## src/hw/rtl/rcbd_pkg.sv

```systemverilog
// Shared widths, constants and register indexes of the contention backoff delay block.
package rcbd_pkg;

  localparam int unsigned MAX_SPREAD_FACTOR = 20;

  localparam int unsigned SF_W    = 5;
  localparam int unsigned BW_W    = 21;
  localparam int unsigned UTIL_W  = 8;
  localparam int unsigned SNR_W   = 8;
  localparam int unsigned WORD_W  = 32;
  localparam int unsigned EXP_W   = 4;
  localparam int unsigned MULT_W  = 8;
  localparam int unsigned OVR_W   = 16;
  localparam int unsigned SLOT_W  = 23;
  localparam int unsigned DELAY_W = 32;

  localparam int unsigned CFG_IDX_W  = 4;
  localparam int unsigned CFG_DATA_W = 16;

  localparam logic [CFG_IDX_W-1:0] REG_WINDOW_MIN  = CFG_IDX_W'(0);
  localparam logic [CFG_IDX_W-1:0] REG_WINDOW_MAX  = CFG_IDX_W'(1);
  localparam logic [CFG_IDX_W-1:0] REG_RELAY_MULT  = CFG_IDX_W'(2);
  localparam logic [CFG_IDX_W-1:0] REG_SLOT_OVR    = CFG_IDX_W'(3);

  localparam logic [EXP_W-1:0]  WINDOW_MIN_RST = EXP_W'(3);
  localparam logic [EXP_W-1:0]  WINDOW_MAX_RST = EXP_W'(8);
  localparam logic [MULT_W-1:0] RELAY_MULT_RST = MULT_W'(1);
  localparam logic [OVR_W-1:0]  SLOT_OVR_RST   = OVR_W'(0);

  // Bandwidth in kHz by reciprocal multiplication (exact for 21-bit inputs).
  localparam int unsigned KHZ_W       = 12;
  localparam int unsigned KHZ_SHIFT   = 31;
  localparam int unsigned KHZ_RECIP_W = 22;
  localparam logic [KHZ_RECIP_W-1:0] KHZ_RECIP = KHZ_RECIP_W'(2147484);
  localparam int unsigned KHZ_PROD_W  = BW_W + KHZ_RECIP_W;

  localparam int unsigned CAD_W         = 10;
  localparam int unsigned SUB_GHZ_CAD   = 225;
  localparam int unsigned CAD_SUB_GHZ   = (SUB_GHZ_CAD > 250) ? SUB_GHZ_CAD : 250;
  localparam int unsigned CAD_WIDE_BASE = 400;
  localparam int unsigned CAD_WIDE_STEP = 100;

  // Long division pipeline.
  localparam int unsigned DIV_NUM_W          = 32;
  localparam int unsigned DIV_DEN_W          = KHZ_W;
  localparam int unsigned DIV_BITS_PER_STAGE = 4;
  localparam int unsigned DIV_STAGES         = DIV_NUM_W / DIV_BITS_PER_STAGE;

  // Slot in ms from hundredths: (x + 760) / 100 by reciprocal multiplication.
  localparam int unsigned HUNDREDTHS_BIAS = 760;
  localparam int unsigned SLOT_X_W        = 30;
  localparam int unsigned SLOT_RECIP_W    = 31;
  localparam logic [SLOT_RECIP_W-1:0] SLOT_RECIP = SLOT_RECIP_W'(1374389535);
  localparam int unsigned SLOT_SHIFT      = 37;
  localparam int unsigned SLOT_PROD_W     = SLOT_X_W + SLOT_RECIP_W;

  // Utilisation map: util * span / 100.
  localparam int unsigned UTIL_MAX     = 100;
  localparam int unsigned UTIL_C_W     = 7;
  localparam int unsigned OWN_PROD_W   = 11;
  localparam int unsigned OWN_RECIP    = 1311;
  localparam int unsigned OWN_SHIFT    = 17;
  localparam int unsigned OWN_QPROD_W  = 22;

  // SNR map: (snr + 20) * span / 30, truncated toward zero.
  localparam int          SNR_LOW      = -20;
  localparam int unsigned SNR_OFF_W    = SNR_W + 1;
  localparam int unsigned SNR_MAG_W    = 8;
  localparam int unsigned REL_PROD_W   = 12;
  localparam int unsigned RELAY_RECIP  = 2185;
  localparam int unsigned RELAY_SHIFT  = 16;
  localparam int unsigned REL_QPROD_W  = 24;
  localparam int unsigned REL_Q_W      = 7;

  localparam int unsigned DRAW_W       = 15;
  localparam int unsigned OFFSET_W     = MULT_W + EXP_W;

endpackage

```

## src/hw/rtl/rcbd_div_pipe.sv

```systemverilog
// Pipelined restoring divider giving quotient and remainder, four bits per stage.
module rcbd_div_pipe (
  input  logic                             clk_i,
  input  logic                             rst_ni,
  input  logic                             en_i,
  input  logic [rcbd_pkg::DIV_NUM_W-1:0]   num_i,
  input  logic [rcbd_pkg::DIV_DEN_W-1:0]   den_i,
  output logic [rcbd_pkg::DIV_NUM_W-1:0]   quot_o,
  output logic [rcbd_pkg::DIV_DEN_W-1:0]   rem_o
);
  import rcbd_pkg::*;

  typedef struct packed {
    logic [DIV_NUM_W-1:0] acc;
    logic [DIV_DEN_W-1:0] rem;
    logic [DIV_DEN_W-1:0] den;
  } div_stage_t;

  div_stage_t stage_in [DIV_STAGES];
  div_stage_t stage_d  [DIV_STAGES];
  div_stage_t stage_q  [DIV_STAGES];

  always_comb begin
    stage_in[0] = '{acc: num_i, rem: '0, den: den_i};
    for (int s = 1; s < DIV_STAGES; s++) begin
      stage_in[s] = stage_q[s-1];
    end
  end

  always_comb begin
    logic [DIV_DEN_W:0] trial;
    trial = '0;
    for (int s = 0; s < DIV_STAGES; s++) begin
      stage_d[s] = stage_in[s];
      for (int b = 0; b < DIV_BITS_PER_STAGE; b++) begin
        trial = {stage_d[s].rem, stage_d[s].acc[DIV_NUM_W-1]};
        stage_d[s].acc = {stage_d[s].acc[DIV_NUM_W-2:0], 1'b0};
        if (trial >= {1'b0, stage_d[s].den}) begin
          trial = trial - {1'b0, stage_d[s].den};
          stage_d[s].acc[0] = 1'b1;
        end
        stage_d[s].rem = trial[DIV_DEN_W-1:0];
      end
    end
  end

  always_ff @(posedge clk_i) begin
    if (en_i) begin
      for (int s = 0; s < DIV_STAGES; s++) begin
        stage_q[s] <= stage_d[s];
      end
    end
  end

  assign quot_o = stage_q[DIV_STAGES-1].acc;
  assign rem_o  = stage_q[DIV_STAGES-1].rem;

  logic unused_rst;
  assign unused_rst = rst_ni;

endmodule

```

## config.mk

```make
export PLATFORM = sky130hd
export DESIGN_NAME = rcbd_div_pipe
export DESIGN_NICKNAME = d
export VERILOG_FILES = /design/src/hw/rtl/rcbd_pkg.sv /design/src/hw/rtl/rcbd_div_pipe.sv
export SDC_FILE = /design/constraint.sdc
export NUM_CORES = 1
export LEC_CHECK = 0
export BUFFER_PORTS_ARGS = -buffer_cell sky130_fd_sc_hd__buf_4
export CORE_UTILIZATION = 32
export CTS_CLUSTER_SIZE = 20
export DETAILED_ROUTE_END_ITERATION = 16
export PLACE_DENSITY = 0.43
export SETUP_SLACK_MARGIN = 0.2
export SLEW_MARGIN = 20
export SYNTH_ARGS = -nofsm -noshare
export SYNTH_HDL_FRONTEND = slang
export SYNTH_SLANG_ARGS = --single-unit
export TNS_END_PERCENT = 30
```

## constraint.sdc

```tcl
create_clock -name clk_i -period 15.7 [get_ports clk_i]
set_clock_uncertainty 0.15 [all_clocks]
set_input_delay 3.14 -clock clk_i [delete_from_list [all_inputs] [get_ports clk_i]]
set_output_delay 3.14 -clock clk_i [all_outputs]
set_load 0.01 [all_outputs]
```

; Word level (Yosys, flattened, before mapping)
; Memory sizes are Yosys's and may differ from the RTL's.
; Cells that the tools add are included.
[classes]
add_sub_neg = 32
order_cmp = 32
n_mux = 66
[op_table]
columns = operator, count
row1 = greater-or-equal comparator 13 x 12 -> 1 bit, 31
row2 = 2-to-1 mux 12 bit, 32
row3 = subtractor 12 bit, 31
row4 = 2-to-1 mux 1 bit, 34
row5 = greater-or-equal comparator 1 x 12 -> 1 bit, 1
row6 = subtractor 1 x 12 -> 12 bit, 1
[totals]
register_bits = 0
mem_bits_rw = 448
inputBits = 47
elab_cells = 131
mem_count = 1
[memory_table]
columns = memory, depth, word_bits, read_ports, rd_ports_with_merged_regs, write_ports, line_no
row1 = stage_q, 8, 56, 8, 0, 8, rcbd_div_pipe.sv:21  ; div_stage_t stage_q [DIV_STAGES];

; Depth between registers and ports, before layout
; An unclocked memory read counts as a cell.
[logic_depth]
word_depth = 9
depth_mapped = 47
depth_no_buf = 43

; Worst setup path after synthesis
; Ideal clock, no wire load.
[synth_path]
path_kind = input to register
from = in num_i[31] (netlist name)
to = mem stage_q[0][15] (netlist name), data pin
setup_time_ps = 260
t_arrival_ps = 11040
required_ps = 15290
slack_ps = 4250
stages = 40
n_path_buf = 4
cell_sequence = inv_1 > ha_1 > inv_1 > ha_1 > a21oi_1 > or4_1 > clkbuf_1 > a41oi_1 > ha_1 > and3_1 > a221o_1 > a31oi_1 > o21ai_0 > o22a_1 > clkbuf_1 > o21ai_0 > inv_1 > ha_1 > [4 not listed] > o21ai_0 > nand2_1 > a31oi_1 > nand2_1 > clkbuf_1 > mux2i_1 > ha_1 > nor2b_1 > o21ai_0 > a21boi_0 > o21ai_0 > a211oi_1 > nor2_1 > a21oi_1 > a41o_1 > a221oi_1 > buf_2 > mux2_2
[synth_rtl]
columns = element, line_no
row1 = from (decl), rcbd_div_pipe.sv:6  ; input logic [rcbd_pkg::DIV_NUM_W-1:0] num_i,
row2 = to (decl), rcbd_div_pipe.sv:21

==> impl_metrics.csv <==
group,metric,value,unit
synthesis,ys_ff_latch,436,
cells_and_area,top_regs,"stage_q: 436 flops",
sta,timing.hold.ws,0.255,ns
hold_path,min_path_type,"reg2reg",
critical_path,worst_ep_required_time,15.94,ns
drt,routedWlPerCell,17.7,µm
critical_path,crit_top_cell,"o21ai_0",
critical_path,start_kind,"primary input",
floorplanning,die_x,328,µm
critical_path,crit_arrival,12.85,ns
grt,grt_start_max_net_pins,148,
drt,drt_wl_total,85500,µm
floorplanning,rows,119,
drt,drc_errors,0,
outcome,outcome,"completed",
cells_and_area,diodes,0,
placement,dp_hpwl,66100,µm
critical_path,endpoint,"stage_q[0][23]$_DFFE_PP_",
grt,grt_pass1_vias,24023,
flow_run,max_cap_viol_count,0,
sta,min_period,12.61,ns
drt,ant_nets,0,
drt,drtPass1Iterations,7,
clock_tree,clk_path_buf_depth,3,
critical_path,ff2ff_path_depth,39,
floorplanning,fp.dieH,328,µm
drt,via_count,24536,
grt,overflow,0,
clock_tree,cts_buffers,55,
cells_and_area,final_common_cell,"edfxtp_1",
cells_and_area,fin_area,0.0382,mm²
critical_path,timing.rr.start,"stage_q[0][10]$_DFFE_PP_",
synthesis,ys_warn_count,0,
floorplanning,core_area,0.105,mm²
floorplanning,fp.dieArea,0.107,mm²
critical_path,crit_start,"den_i[1]",
critical_path,max_stage_delay,0.71,ns
synthesis,ys.flop_type,"edfxtp_1",
critical_path,path_class,"in2reg",
floorplanning,start_util,32.2,%
synthesis,syn-num-nets,3731,
sta,slew_headroom,37.5,%
synthesis,synth_area_leaders,"edfxtp_1 39%, ha_1 14%, mux2_2 7.3%",
clock_tree,path_clk_slew,0.06,ns
sta,setup_ws,3.09,ns
clock_tree,cts_tree,"built",
clock_tree,clock_latency,0.66,ns
synthesis,mappedNetlistArea,0.0339,mm²
cells_and_area,drive_above_1_share,13.2,%
cells_and_area,layout_common_cells,"436 x edfxtp_1, 374 x ha_1, 289 x inv_1, 224 x a21oi_1, 221 x mux2_2",
synthesis,synth_top_area_cell,"edfxtp_1",
sta,slew_violations,0,
synthesis,ys_seq_area_share,38.6,%
grt,antenna_found_initial,0,
sta,final.setup.tns,0,ns
synthesis,async_flop_share,0,%
critical_path,cp_max_fo,15,
cells_and_area,area_growth,12.4,%
floorplanning,ios,91,
sta,fmax,0.0793,GHz
clock_tree,post_cts_resized,0,
cells_and_area,fin_nets,3854,
synthesis,synth.distinct_cells,88,
clock_tree,clockRootBuffer,"clkbuf_16",
clock_tree,cts_num_sinks,436,
placement,gp_congestion,0.830,
sta,setup_viol,0,
synthesis,syn_inst,3279,
sta,finalHoldViolations,0,
grt,grt_use_total,15.7,%
clock_tree,postCtsHoldBufs,0,
cells_and_area,regMostFlops,"stage_q",
drt,drtIter0Drc,1365,
clock_tree,htreeDepth,2,
critical_path,reg2reg_setup_slack,3.85,ns
critical_path,crit_slowest_cell,"or4_1",
cells_and_area,fill_cells,10496,
placement,dpl_cell_area,0.0363,mm²
synthesis,avgSynthCellArea,10.3,µm²
critical_path,r2r-end,"stage_q[0][76]$_DFFE_PP_",
synthesis,yosysTopAreaCellShare,38.6,%
grt,grt_pass1_wl,134000,µm
drt,viasPerCell,5.07,
critical_path,cp-end-kind,"register",
sta,rsz0062_at_grt,"false",
synthesis,synth_edf_count,436,
placement,dp_slack,2.45,ns
placement,port_buffers,89,
sta,period_share,80.3,%
sta,worstMarginPinSlew,0.938,ns
clock_tree,post_cts_buffers,0,
cells_and_area,largest_reg_flops,436,
-- stage by stage --
step / cells / util [%]
final: 4836 / 36.2
after global routing: 4836 / 36.2
after CTS: 4836 / 36.2
after detailed placement: 4736 / 34.5
after global placement: 4736 / 34.5
after floorplan: 3279 / -
-- synth_stat cells (all sizes together), types with 10 or more instances --
cell type and number:
a21o 65, a21oi 224, a31oi 32, a211oi 20
nand2b 31, nor3 70, buf 19, o41ai 10
o21ai 167, nor2b 58, mux2i 50, and3 27
nor4 18, o21bai 46, clkbuf 20, a21boi 27
o31ai 21, or2 16, fa 31, nand2 182
inv 291, edfxtp 436, a31o 10, or3 16
o31a 14, xnor2 156, mux2 229, o2111ai 12
nand3b 10, nor2 216, ha 374, nand3 50
o211ai 25, nand4 55, xor2 69, and2 12
o21a 46, nor3b 12
-- cell type report --
cell class / instances / area (µm²) / share of cell area, %
inverter: 293 / 1100 / 2.88
tap: 1391 / 1740 / 4.56
clock buffer: 60 / 1400 / 3.66
timing repair buffer: 105 / 808 / 2.12
sequential: 436 / 13100 / 34.3
clock inverter: 40 / 405 / 1.06
multi-input combinational: 2511 / 19600 / 51.4
-- logic make-up (layout without fill, tap and decap cells) --
kind of cell	Yosys count	count (layout)	share of synthesized area [%]
AOI/OAI and AO/OA	809	809	15.6
xor gates and xnor gates	225	225	5.81
adders and majority gates	405	405	15.6
buffers and inverters	332	498	3.75
DFF	436	436	38.6
muxes	279	279	9.07
and+or+nand+nor	793	793	11.5
-- metal layers --
| layer | GRT usage, % | wire length (µm) | part of all wire (%) | vias up |
|---|---|---|---|---|
| met2 | 25.6 | 39000 | 46 | 361 |
| met4 | 4.92 | 2200 | 2.6 | 0 |
| li1 | - | - | - | 12566 |
| met3 | 1.94 | 2840 | 3.3 | 107 |
| met5 | 0 | 0 | 0 | - |
| met1 | 21.7 | 41500 | 48 | 11502 |
-- worst min path at each step --
stage                                end                 startpoint  slack, ns  depth (start not counted)
3_5_place_dp    stage_q[0][91]$_DFFE_PP_   stage_q[0][31]$_DFFE_PP_       0.25                          0
2_1_floorplan  stage_q[0][100]$_DFFE_PP_   stage_q[0][40]$_DFFE_PP_       0.25                          0
6_report       stage_q[1][156]$_DFFE_PP_   stage_q[1][96]$_DFFE_PP_       0.26                          0
4_1_cts        stage_q[1][156]$_DFFE_PP_   stage_q[1][96]$_DFFE_PP_       0.25                          0
3_3_place_gp    stage_q[1][30]$_DFFE_PP_  stage_q[0][194]$_DFFE_PP_       0.25                          0
5_1_grt        stage_q[1][156]$_DFFE_PP_   stage_q[1][96]$_DFFE_PP_       0.26                          0
-- worst max-delay path, delay by kind of cell --
kind	cells	cell delay, ns
AOI/OAI and AO/OA	19	4.91
and+or+nand+nor	7	1.86
adders and majority gates	4	1.34
buffers and inverters	4	0.80
muxes	2	0.78
Power is left out: the tool's default activity adds up to more than one toggle a clock period on the data nets, which glitch-free logic cannot reach.
